`src/rtl/fdr_pkg.sv`:
```
`default_nettype none
package fdr_pkg;
    localparam int unsigned MAX_VALUES_DEF = 1024;
    localparam logic [31:0] ALPHA_RESET = 32'd107374182;
    localparam logic [1:0] ADDR_SIGNIFICANCE_LEVEL = 2'd0;

    typedef enum logic [5:0] {
        ST_IDLE   = 6'b000001,
        ST_SHIFT  = 6'b000010,
        ST_DIV    = 6'b000100,
        ST_SCAN   = 6'b001000,
        ST_CMP    = 6'b010000,
        ST_FIN    = 6'b100000
    } state_t;

    // controller -> datapath
    typedef struct packed {
        logic load;      // capture item, start insertion
        logic shift_rd;  // read entry pos-1
        logic shift_wr;  // move entry up or place value
        logic div_start; // start alpha*k/n division
        logic rd_rank;   // read store at rank index
        logic take;      // accept bound as result
        logic next_rank; // advance rank
        logic finish;    // latch result, clear set
        logic drop;      // item did not fit
    } cmd_t;

    // datapath -> controller
    typedef struct packed {
        logic ins_done;  // insertion position found
        logic div_busy;
        logic below;     // p-value at rank below bound
        logic ranks_done;
        logic first_rank;
        logic full;
    } sts_t;
endpackage
`default_nettype wire

```
`src/rtl/fdr_ctrl.sv`:
```
`default_nettype none
module fdr_ctrl
(
    input  wire logic          clk,
    input  wire logic          rst_n,
    input  wire logic          in_fire,
    input  wire logic          last_value,
    input  wire logic          out_taken,
    input  wire fdr_pkg::sts_t sts,
    output fdr_pkg::cmd_t      cmd,
    output logic               in_stall,
    output logic               out_valid
);
    fdr_pkg::state_t state_reg, state_next;
    logic last_reg, last_next;
    logic ovalid_reg, ovalid_next;
    logic div_wait_reg, div_wait_next;

    always_comb
    begin
        state_next = state_reg;
        last_next = last_reg;
        ovalid_next = ovalid_reg;
        div_wait_next = 1'b0;
        cmd = '0;
        if (out_taken)
            ovalid_next = 1'b0;
        case (state_reg)
            fdr_pkg::ST_IDLE:
            begin
                if (in_fire)
                begin
                    last_next = last_value;
                    if (sts.full)
                    begin
                        cmd.drop = 1'b1;
                        state_next = last_value ? fdr_pkg::ST_DIV : fdr_pkg::ST_IDLE;
                    end
                    else
                    begin
                        cmd.load = 1'b1;
                        state_next = fdr_pkg::ST_SHIFT;
                    end
                end
            end
            fdr_pkg::ST_SHIFT:
            begin
                // read neighbor below, then place or move
                cmd.shift_rd = 1'b1;
                state_next = fdr_pkg::ST_SCAN;
            end
            fdr_pkg::ST_SCAN:
            begin
                cmd.shift_wr = 1'b1;
                if (sts.ins_done)
                    state_next = last_reg ? fdr_pkg::ST_DIV : fdr_pkg::ST_IDLE;
                else
                    state_next = fdr_pkg::ST_SHIFT;
            end
            fdr_pkg::ST_DIV:
            begin
                cmd.div_start = 1'b1;
                cmd.rd_rank = 1'b1;
                div_wait_next = 1'b1;
                state_next = fdr_pkg::ST_CMP;
            end
            fdr_pkg::ST_CMP:
            begin
                if (!sts.div_busy && !div_wait_reg)
                begin
                    // rank 1 sets the starting bound alpha/n whatever its p-value
                    cmd.take = sts.below || sts.first_rank;
                    // stop on the first p-value at or above its bound
                    if (sts.below && !sts.ranks_done)
                    begin
                        cmd.next_rank = 1'b1;
                        state_next = fdr_pkg::ST_DIV;
                    end
                    else
                        state_next = fdr_pkg::ST_FIN;
                end
            end
            fdr_pkg::ST_FIN:
            begin
                if (!ovalid_reg || out_taken)
                begin
                    cmd.finish = 1'b1;
                    ovalid_next = 1'b1;
                    state_next = fdr_pkg::ST_IDLE;
                end
            end
            default:
            begin
                state_next = fdr_pkg::ST_IDLE;
            end
        endcase
    end

    always_ff @(posedge clk or negedge rst_n)
    begin
        if (!rst_n)
        begin
            state_reg <= fdr_pkg::ST_IDLE;
            last_reg <= 1'b0;
            ovalid_reg <= 1'b0;
            div_wait_reg <= 1'b0;
        end
        else
        begin
            state_reg <= state_next;
            last_reg <= last_next;
            ovalid_reg <= ovalid_next;
            div_wait_reg <= div_wait_next;
        end
    end

    assign in_stall = (state_reg != fdr_pkg::ST_IDLE);
    assign out_valid = ovalid_reg;
endmodule
`default_nettype wire
```
`config.mk`:
```
export PLATFORM = sky130hd
export DESIGN_NAME = fdr_ctrl
export DESIGN_NICKNAME = d
export VERILOG_FILES = /design/src/rtl/fdr_pkg.sv /design/src/rtl/fdr_ctrl.sv
export SDC_FILE = /design/constraint.sdc
export NUM_CORES = 1
export LEC_CHECK = 0
export BUFFER_PORTS_ARGS = -buffer_cell sky130_fd_sc_hd__buf_4
export CAP_MARGIN = 20
export CORE_AREA = 4 4 50 52
export DETAILED_ROUTE_END_ITERATION = 7
export DIE_AREA = 0 0 54 56
export GPL_TIMING_DRIVEN = 0
export HOLD_SLACK_MARGIN = 0.05
export PLACE_DENSITY = 0.53
export SETUP_SLACK_MARGIN = 0.5
export SYNTH_ARGS = -nofsm -noshare
export SYNTH_HDL_FRONTEND = slang
export SYNTH_SLANG_ARGS = --single-unit
```
`constraint.sdc`:
```
create_clock -name clk -period 1.9 [get_ports clk]
set_clock_uncertainty 0.15 [all_clocks]
set_input_delay 0.285 -clock clk [delete_from_list [all_inputs] [get_ports clk]]
set_output_delay 0.285 -clock clk [all_outputs]
set_load 0.01 [all_outputs]
```
# Word-level counts from Yosys, hierarchy flattened
# Cells that the tools add are included.
[totals]
ram_bits = 0
latchBits = 0
rom_bits = 0
word_cells = 51
in_bits = 11
n_memories = 0
output_inout_bits = 11
reg_bits = 9
[op_classes]
muxes = 27
bitwise_logic = 0
n_lt_le_gt_ge = 0
n_div = 0
n_eq_ne = 10
n_mul = 0
reduce_logical = 10
add_sub_neg = 0
shift = 0
[op_table]
columns = ["cell", "count"]
rows = [
  ["case mux 6 bit (6 select lines)", 1],
  ["two-way mux 6 bit", 4],
  ["two-way mux 1 bit", 15],
  ["two-way mux 3 bit", 4],
  ["equality test 6 x 1 -> 1 bit (second input constant)", 1],
  ["equality test 6 x 2 -> 1 bit (second input constant)", 1],
  ["equality test 6 x 3 -> 1 bit (second input constant)", 1],
  ["equality test 6 x 4 -> 1 bit (second input constant)", 1],
  ["equality test 6 x 5 -> 1 bit (second input constant)", 1],
  ["equality test 6 bit (second input constant)", 1],
  ["two-way mux 2 bit", 3],
  ["inequality test 2 bit (second input constant)", 3],
  ["inequality test 6 x 1 -> 1 bit (second input constant)", 1],
  ["zero test 1 bit", 4],
  ["AND reduction 3 bit", 1],
  ["logical AND 1 bit", 2],
  ["logical OR 1 bit", 2],
  ["AND reduction 2 bit", 1],
]

# Depth between registers and ports, before layout
# Gate-level depths: netlist (run 1).
[depth]
word_depth = 5
depth_mapped = 5
mapped_depth_nobuf = 5

# Least setup slack after synthesis (run 1)
# OpenSTA, ideal clock, no wires.
[synth_timing]
path_kind = "register -> output"
startpoint = "register state_reg[2]"
endpoint = "output port cmd[1] (netlist name)"
path_buffers = 0
arrival_time_ps = 1526
setup_slack_ps = -61
t_required_ps = 1465
stages_incl_launch_ff = 4
cell_sequence = "dfrtp_1 > or4_4 > or3b_4 > nor2_1"
[synth_rtl]
columns = ["element", "line", "source"]
rows = [
  ["start, declared", "fdr_ctrl.sv:14", "fdr_pkg::state_t state_reg, state_next;"],
  ["start signal, assigned", "fdr_ctrl.sv:103", "state_reg <= fdr_pkg::ST_IDLE;"],
  ["start signal, assigned", "fdr_ctrl.sv:110", "state_reg <= state_next;"],
  ["end, declared", "fdr_ctrl.sv:10", "output fdr_pkg::cmd_t cmd,"],
]

==> results of run 1 <==
==> cell usage after synthesis (2+ instances only) <==
| cell type | count | area share |
|---|---|---|
| nor2b_1 | 4 | 0.042 |
| dfrtp_1 | 8 | 0.34 |
| and2_1 | 3 | 0.031 |
| or4_4 | 2 | 0.038 |
| nor2_1 | 8 | 0.050 |
| nand2b_1 | 2 | 0.021 |
| buf_4 | 2 | 0.025 |
| a21oi_1 | 2 | 0.017 |
| inv_1 | 5 | 0.031 |
| o21ai_0 | 3 | 0.025 |
| nand2_1 | 3 | 0.019 |
==> layout by cell type, fill, tap and decap left out, drive strengths merged, types with 2 or more instances in the layout <==
cell	count
a21oi	2
and2	3
and3	2
buf	38
clkbuf	4
dfrtp	8
inv	5
nand2	3
nand2b	2
nor2	8
nor2b	4
nor3	2
o21ai	4
or3b	2
or4	2
==> through the flow <==
step | instance area [um2] | instances
floorplan | 636 | 65
global placement | 828 | 114
detailed placement | 828 | 114
CTS | 990 | 128
global route | 1090 | 134
finish | 1090 | 134
==> routing by layer <==
metal	vias to the layer above	share of wire
met1	285	0.43
met2	22	0.49
met5	-	0
li1	317	-
met3	2	0.071
met4	0	0.011
==> layout make-up <==
class,instances,area [um2],area share
Buffer,2,22.5,0.0206
Timing Repair Buffer,37,329,0.301
Clock buffer,4,26.3,0.0240
Multi-Input combinational cell,49,434,0.397
Sequential cell,9,229,0.209
Inverter,5,18.8,0.0171
Tap cell,28,35.0,0.0320
==> power by group through the flow <==
stage	clock network [mW]	registers [mW]	logic [mW]
2_1_floorplan	0	0.298	0.402
6_report	0.153	0.302	0.873
4_1_cts	0.156	0.297	0.706
3_3_place_gp	0	0.312	0.550
5_1_grt	0.165	0.308	0.939
3_5_place_dp	0	0.311	0.548
==> logic make-up after synthesis <==
| kind of cell | after synthesis |
|---|---|
| DFF | 9 |
| and+or+nand+nor | 33 |
| buffers and inverters | 7 |
| muxes | 1 |
| AOI/OAI and AO/OA | 15 |
==> worst min-delay path, cell delays in order <==
cell     delay (ns)
buf_4          0.09
o21ai_2        0.04
o21ai_1        0.06
==> timing repair <==
item | 4_1_cts | 5_1_grt
resized for setup | 13 | 16
pin swaps | 4 | 5
endpoints found under the setup margin | 18 | 19
setup buffers | 9 | 6
endpoints found under the hold margin | 9 | 0
hold buffers | 1 | 0
==> final timing paths <==
| check | startpoint | cells past startpoint | to |
|---|---|---|---|
| max in group asynchronous | rst_n | 2 | state_reg[0] |
| min in group asynchronous | rst_n | 2 | last_reg |
| worst min register to register | div_wait_reg | 2 | state_reg[4] |
| worst min-delay path | sts[4] | 3 | state_reg[4] |
| worst max-delay path | state_reg[3] | 4 | cmd[1] |
| worst max register to register | state_reg[3] | 7 | state_reg[1] |
==> results.toml, run 1 <==
[run_status]
outcome = "finished with violations"
failed_checks = "setup timing"

[flow_run]
max_cap_violations = 0

[floorplan]
die_width_um = 54
initial_utilization = 0.283
fp.dieH_um = 56
io_pins = 22
die-area_mm2 = 0.00302
placement_rows = 17
coreArea_mm2 = 0.00211

[power_and_ir_drop]
power.sequential.fraction = 0.227
p_clk_frac = 0.115
switching_power_of_the_nets_mw = 0.505
totalPowerFinal_mw = 1.33
power.density_mw_per_mm2 = 1210
max-vdd-ir-drop_mv = 0.797
p_sw_frac = 0.380
power.static_leakage_nw = 0.497
pwr-share-comb = 0.658
intPower_mw = 0.822

[placed_design]
port-buffer-count = 21
dp.final_hpwl_mm = 1.17
dp_worst_slack_ns = -0.135
place_congestion = 0.777

[sta]
final_period_util = 1.18
final_period_minus_worst_setup_slack_ns = 2.25
timing.final.ws_setup_ns = -0.347
grt_setup_unrepaired = "true"
timing.max_slew.rel_slack = 0.756
worst_slew_pin_slew_ns = 0.366
timing.setup.tns_ns = -1.97
finalMaxSlewViolations = 0
setup_viol = 13
timing.fmax_ghz = 0.445
holdWs_ns = 0.103
finalHoldViolCount = 0

[final_layout]
nets = 118
flow.area_growth_from_synthesis_pct = 83.4
largest_reg_flops = 6
layout.filler_cells = 199
drive_gt1_frac = 0.651
insertedDiodeCount = 0
final_core_utilization = 0.520

[logic_synthesis]
synth-edff-count = 0
post_synth_xor_area_fraction = 0
muxShareOfSynthArea = 0.0168
yosysUniqueCellTypes = 34
synth_cells = 65
synth-compound-area-share = 0.189
syn_area_um2 = 597
synthAdderAreaFrac = 0
synth.yosys.seq_area_share = 0.379
synthArstFlopShare = 1.00
ys_seq_elements = 9
synth_nets = 76
postSynthAreaPerCell_um2 = 9.18
synth_top_family_by_area = "simple AND/OR/NAND/NOR gates"
synth.yosys.warnings = 0
yosys.area_share.simple = 0.358
yosys_most_used_dff = "dfrtp_1"

[clocking]
tritoncts_num_sinks = 9
clockBufferDepth = 2
clock_input_transition_at_the_sequential_cells_of_the_worst_setup_and_hold_paths_ns = 0.06
tritoncts = "done"
cts_root_buffer = "clkbuf_4"
ctsHtreeMaxLevel = 1
numCtsBuffers = 3
skew_pair_late_insertion_delay_ns = 0.26

[global_routing]
pin_count_of_the_biggest_net_entering_global_routing = 10
global_route.usage.total = 0.116
met3_usage = 0.0268
grt-ovfl-total = 0
grt_antenna_before_repair = 0
grt.busiest_layer = "met2"
grt_first_pass_wirelength_mm = 2.63
globalRouteMet2Util = 0.192
grt.met1_usage = 0.138
first_global_vias = 661

[critical_path]
timing_worst_setup_path_type = "register to output port"
critical_path.n_buffers_inverters = 1
ff2ff_setup_slack_ns = -0.09
cpMaxStageDelayCell = "or4_4"
timing.critical_path.arrival_ns = 1.81
critical_path.max_stage_delay_ns = 0.56
timing.critical_path.cells = "or4_4 -> or3b_4 -> nor2_4 -> buf_6"
critical_path_peak_fanout = 3
worst_ep_required_time_ns = 1.46
worstSetupEndpointType = "output port"
crit_family = "simple AND/OR/NAND/NOR gates"
start_kind = "register"

[routing]
drt_wl_total_mm = 1.61
drt-vias-per-instance = 4.67
dr_total_vias = 626
dr.first_iter.drc_count = 3
remaining_drc_errors = 0
drt_pre_antenna_iters = 4
drt.antenna.violating_nets = 0
wire_per_inst_um = 12.0

[min_path]
hold_path_class = "primary input to register"
(Power assumes the default switching activity.)
==> inputs of run 2 (changes only) <==
--- a/config.mk
+++ b/config.mk
@@ -7,13 +7,12 @@
 export LEC_CHECK = 0
 export BUFFER_PORTS_ARGS = -buffer_cell sky130_fd_sc_hd__buf_4
 export CAP_MARGIN = 20
-export CORE_AREA = 4 4 50 52
+export CORE_AREA = 2 2 48 50
 export DETAILED_ROUTE_END_ITERATION = 7
-export DIE_AREA = 0 0 54 56
+export DIE_AREA = 0 0 50 52
 export GPL_TIMING_DRIVEN = 0
 export HOLD_SLACK_MARGIN = 0.05
 export PLACE_DENSITY = 0.53
-export SETUP_SLACK_MARGIN = 0.5
 export SYNTH_ARGS = -nofsm -noshare
 export SYNTH_HDL_FRONTEND = slang
 export SYNTH_SLANG_ARGS = --single-unit
==> run 2 against run 1 <==
Effect of this change:
- the run still ends with setup timing left
- sequential cell count is the same
- via count shrank 0.80%
- final cell count shrank 0.75%
- largest power group unchanged
==> results.toml, run 2 (synthesis results as in run 1) <==
[global_routing]
pin_count_of_the_biggest_net_entering_global_routing = 10
global_route.usage.total = 0.129
grt-ovfl-total = 0
first_global_vias = 564
grt_first_pass_wirelength_mm = 2.46
grt_antenna_before_repair = 0

[final_layout]
largest_reg_flops = 6
nets = 117
layout.cells.non_filler = 133
final_cell_area_mm2 = 0.00103
layout_commonest_cell = "buf_4"
flow.area_growth_from_synthesis_pct = 73.4
insertedDiodeCount = 0
mostFrequentLayoutCells = "28 x buf_4, 9 x buf_6, 6 x dfrtp_1"
drive_gt1_frac = 0.600
layout.filler_cells = 209
final_core_utilization = 0.491

[placed_design]
numPlacedInstances = 114
port-buffer-count = 21
place_congestion = 0.691
placedInstanceArea_um2 = 797
dp_worst_slack_ns = -0.133
dp.final_hpwl_mm = 1.08

[power_and_ir_drop]
switching_power_of_the_nets_mw = 0.475
p_sw_frac = 0.383
power.static_leakage_nw = 0.479
max-vdd-ir-drop_mv = 0.895
p_clk_frac = 0.126
intPower_mw = 0.766
power.density_mw_per_mm2 = 1200
power.sequential.fraction = 0.239
totalPowerFinal_mw = 1.24
pwr-share-comb = 0.635

[clocking]
skew_pair_late_insertion_delay_ns = 0.27
tritoncts_num_sinks = 9
clock_input_transition_at_the_sequential_cells_of_the_worst_setup_and_hold_paths_ns = 0.06
cts_root_buffer = "clkbuf_4"
ctsHtreeMaxLevel = 1
numCtsBuffers = 3
clockBufferDepth = 2
tritoncts = "done"

[routing]
remaining_drc_errors = 0
drt-vias-per-instance = 4.67
wire_per_inst_um = 12.6
dr.first_iter.drc_count = 1
drt_pre_antenna_iters = 2
drt_wl_total_mm = 1.68
drt.antenna.violating_nets = 0
dr_total_vias = 621

[critical_path]
timing_worst_setup_path_type = "register to output port"
ff2ff_setup_slack_ns = 0.02
timing.critical_path.arrival_ns = 1.85
critical_path_peak_fanout = 3
start_kind = "register"
worstSetupEndpointType = "output port"
worst_ep_required_time_ns = 1.46

[sta]
final_period_util = 1.20
timing.setup.tns_ns = -2.07
holdWs_ns = 0.114
timing.final.ws_setup_ns = -0.384
finalMaxSlewViolations = 0
timing.fmax_ghz = 0.438
worst_slew_pin_slew_ns = 0.333
setup_viol = 10
finalHoldViolCount = 0
final_period_minus_worst_setup_slack_ns = 2.28
timing.max_slew.rel_slack = 0.778
grt_setup_unrepaired = "true"

[flow_run]
max_cap_violations = 0

[floorplan]
io_pins = 22
fp.dieH_um = 52
initial_utilization = 0.283
die-area_mm2 = 0.00260
coreArea_mm2 = 0.00211
placement_rows = 17
die_width_um = 50

[min_path]
hold_path_class = "primary input to register"

[run_status]
outcome = "finished with violations"
failed_checks = "setup timing"
==> run 2: cell types whose count changed in the layout (fill, tap and decap cells not counted), sizes merged <==
cell and change:
buf -1
==> run 2: area by class of cell <==
cell class / count / area, um2 / share of cell area
tap: 28 / 35.0 / 0.0339
buffer: 2 / 18.8 / 0.0181
inverter: 5 / 18.8 / 0.0181
sequential: 9 / 229 / 0.221
multi-input combinational: 49 / 404 / 0.391
timing repair buffer: 36 / 303 / 0.293
clock buffer: 4 / 26.3 / 0.0254
==> run 2: repair_timing <==
action	CTS	global route
endpoints found under the hold margin	9	0
buffers inserted	8	8
endpoints found under the setup margin	10	13
hold buffers	1	0
gates cloned	0	0
resized for setup	8	18
pin swaps	5	6
==> run 2: routing by layer <==
layer / global-route usage / up-vias / wire [um]
li1: - / 312 / -
met1: 0.141 / 287 / 706
met2: 0.219 / 22 / 848
met3: 0.0632 / 0 / 120
met4: 0.0370 / 0 / 0
met5: 0 / - / 0
==> run 2: worst paths after layout <==
path	start	endpoint	depth (start not counted)
worst max-delay path	state_reg[1]	cmd[1]	4
worst min-delay path	sts[4]	state_reg[4]	3
worst max register to register	state_reg[1]	state_reg[5]	4
worst min register to register	div_wait_reg	state_reg[4]	2
max in group asynchronous	rst_n	state_reg[0]	2
min in group asynchronous	rst_n	out_valid	2
==> run 2: critical path, stage by stage, from the launching register on <==
cell	delay [ns]
dfrtp_1	0.40
or4_4	0.58
or3b_4	0.42
nor2_4	0.09
buf_6	0.10
==> run 2: power groups by stage <==
stage	combinational [mW]	sequential (mW)	clock [mW]
finish	0.788	0.296	0.157
detailed placement	0.510	0.311	0
global route	0.854	0.301	0.173
CTS	0.654	0.299	0.164
floorplan	0.371	0.297	0
global placement	0.511	0.311	0
==> inputs of run 3 (changes only) <==
--- a/config.mk
+++ b/config.mk
@@ -5,14 +5,15 @@
 export SDC_FILE = /design/constraint.sdc
 export NUM_CORES = 1
 export LEC_CHECK = 0
-export BUFFER_PORTS_ARGS = -buffer_cell sky130_fd_sc_hd__buf_4
 export CAP_MARGIN = 20
 export CORE_AREA = 2 2 48 50
 export DETAILED_ROUTE_END_ITERATION = 7
 export DIE_AREA = 0 0 50 52
+export DONT_BUFFER_PORTS = 1
 export GPL_TIMING_DRIVEN = 0
 export HOLD_SLACK_MARGIN = 0.05
-export PLACE_DENSITY = 0.53
+export PLACE_DENSITY = 0.44
 export SYNTH_ARGS = -nofsm -noshare
 export SYNTH_HDL_FRONTEND = slang
 export SYNTH_SLANG_ARGS = --single-unit
+export TNS_END_PERCENT = 5
==> run 3 against run 2 <==
Effect of this change:
- the run still ends with setup timing left
- fmax grew 4.4%
- combinational power decreased by 28%
- via count decreased by 14%
- critical endpoint unchanged
- largest power group unchanged
- highest routed layer unchanged
==> results.toml, run 3 (synthesis results as in run 1) <==
[run_status]
outcome = "finished with violations"
failed_checks = "setup timing"

[critical_path]
reg2reg_to = "state_reg[2]"
critical_path.max_stage_delay_ns = 0.57
worst_ep_required_time_ns = 1.46
rr_worst_depth = 5
timing_worst_setup_path_type = "register to output port"
timing.critical_path.cells = "or4_4 -> or3b_4 -> nor2_4"
crit_family = "simple AND/OR/NAND/NOR gates"
reg2reg_from = "state_reg[0]"
cpMaxStageDelayCell = "or4_4"
critical_path.n_buffers_inverters = 0
start_kind = "register"
worstSetupEndpointType = "output port"
ff2ff_setup_slack_ns = 0
critical_path_peak_fanout = 6
worstSetupStartpoint = "state_reg[0]"
timing.critical_path.arrival_ns = 1.75

[global_routing]
global_route.usage.total = 0.115
pin_count_of_the_biggest_net_entering_global_routing = 10
first_global_vias = 517
grt-ovfl-total = 0
grt_antenna_before_repair = 0
grt_first_pass_wirelength_mm = 2.19

[routing]
drt.antenna.violating_nets = 0
remaining_drc_errors = 0
dr.first_iter.drc_count = 5
dr_total_vias = 532
drt_wl_total_mm = 1.35
wire_per_inst_um = 12.8
drt_pre_antenna_iters = 4
drt-vias-per-instance = 5.02

[sta]
setup_viol = 8
grt_setup_unrepaired = "true"
timing.fmax_ghz = 0.457
final_period_minus_worst_setup_slack_ns = 2.19
timing.final.ws_setup_ns = -0.289
finalHoldViolCount = 0
worst_slew_pin_slew_ns = 0.423
final_period_util = 1.15
timing.max_slew.rel_slack = 0.717
finalMaxSlewViolations = 0

[floorplan]
placement_rows = 17
io_pins = 22
die-area_mm2 = 0.00260
die_width_um = 50
coreArea_mm2 = 0.00211
initial_utilization = 0.283
fp.dieH_um = 52

[placed_design]
placedInstanceArea_um2 = 639
place_congestion = 0.699
dp.final_hpwl_um = 995
port-buffer-count = 0

[power_and_ir_drop]
power.static_leakage_nw = 0.326
totalPowerFinal_mw = 1.02
power.density_mw_per_mm2 = 1270
max-vdd-ir-drop_mv = 0.755

[final_layout]
largest_reg_flops = 6
insertedDiodeCount = 0
drive_gt1_frac = 0.436
layout_commonest_cell = "buf_4"
final_cell_area_um2 = 802
final_core_utilization = 0.381
mostFrequentLayoutCells = "7 x buf_4, 5 x dfrtp_1, 4 x nor2b_1, 4 x nor2_4, 4 x inv_1"
flow.area_growth_from_synthesis_pct = 34.4
nets = 90
layout.filler_cells = 219

[min_path]
min_delay_path_depth = 2
holdCritStartpoint = "sts[0]"
hold_path_class = "primary input to register"
holdPathEnd = "state_reg[2]"

[clocking]
tritoncts_num_sinks = 9
ctsHtreeMaxLevel = 1
clockBufferDepth = 2
clock_input_transition_at_the_sequential_cells_of_the_worst_setup_and_hold_paths_ns = 0.07
tritoncts = "done"
skew_pair_late_insertion_delay_ns = 0.26
cts_root_buffer = "clkbuf_4"
numCtsBuffers = 3

[flow_run]
max_cap_violations = 0
[run 3: worst reg2reg max path: cells and delay by family (launching register included)]
family	cells	cell delay, ns
AOI/OAI and AO/OA	2	0.27
buffers and inverters	1	0.15
DFF	1	0.40
and+or+nand+nor	2	0.84
[run 3: routing by layer]
metal / track usage / vias to the layer above / share of wire
met3: 0.0575 / 0 / 0.083
met5: 0 / - / 0
met2: 0.180 / 22 / 0.45
li1: - / 260 / -
met4: 0.0278 / 0 / 0
met1: 0.141 / 250 / 0.47
[run 3: timing repair]
item / CTS / global route
hold endpoints to repair: 12 / 0
hold buffers: 3 / 0
pin swaps: 5 / 6
setup endpoints to repair: 10 / 11
resized for setup: 10 / 8
setup buffers: 5 / 1
[run 3: final cells by class]
| cell class | instances | area (um2) | area share |
|---|---|---|---|
| Buffer | 2 | 15.0 | 0.0187 |
| Multi-Input combinational cell | 49 | 398 | 0.496 |
| Timing Repair Buffer | 9 | 78.8 | 0.0983 |
| Sequential cell | 9 | 230 | 0.287 |
| Clock buffer | 4 | 26.3 | 0.0328 |
| Tap cell | 28 | 35.0 | 0.0437 |
| Inverter | 5 | 18.8 | 0.0234 |
[run 3: worst max path at each step]
stage | endpoint | slack [ns] | cells after the start
6_report | cmd[1] | -0.29 | 3
5_1_grt | cmd[3] | -0.37 | 4
4_1_cts | cmd[1] | -0.30 | 3
3_5_place_dp | cmd[3] | -0.10 | 4
3_3_place_gp | cmd[3] | -0.09 | 4
2_1_floorplan | cmd[1] | -0.003 | 3
[run 3: power breakdown]
group / internal (mW) / switching, mW / total [mW]
clock: 0.0812 / 0.0734 / 0.155
sequential: 0.251 / 0.0507 / 0.302
combinational: 0.271 / 0.294 / 0.565
[run 3: per-stage QoR]
stage / setup TNS, ns / hold slack, ns / std cells / setup WS, ns
after floorplan: -0.00343 / -0.161 / 65 / -0.00343
after global placement: -0.213 / -0.160 / 93 / -0.0892
after detailed placement: -0.240 / -0.160 / 93 / -0.104
after CTS: -1.65 / 0.0510 / 105 / -0.299
after global routing: -2.16 / 0.0546 / 106 / -0.371
final: -1.32 / 0.0595 / 106 / -0.289
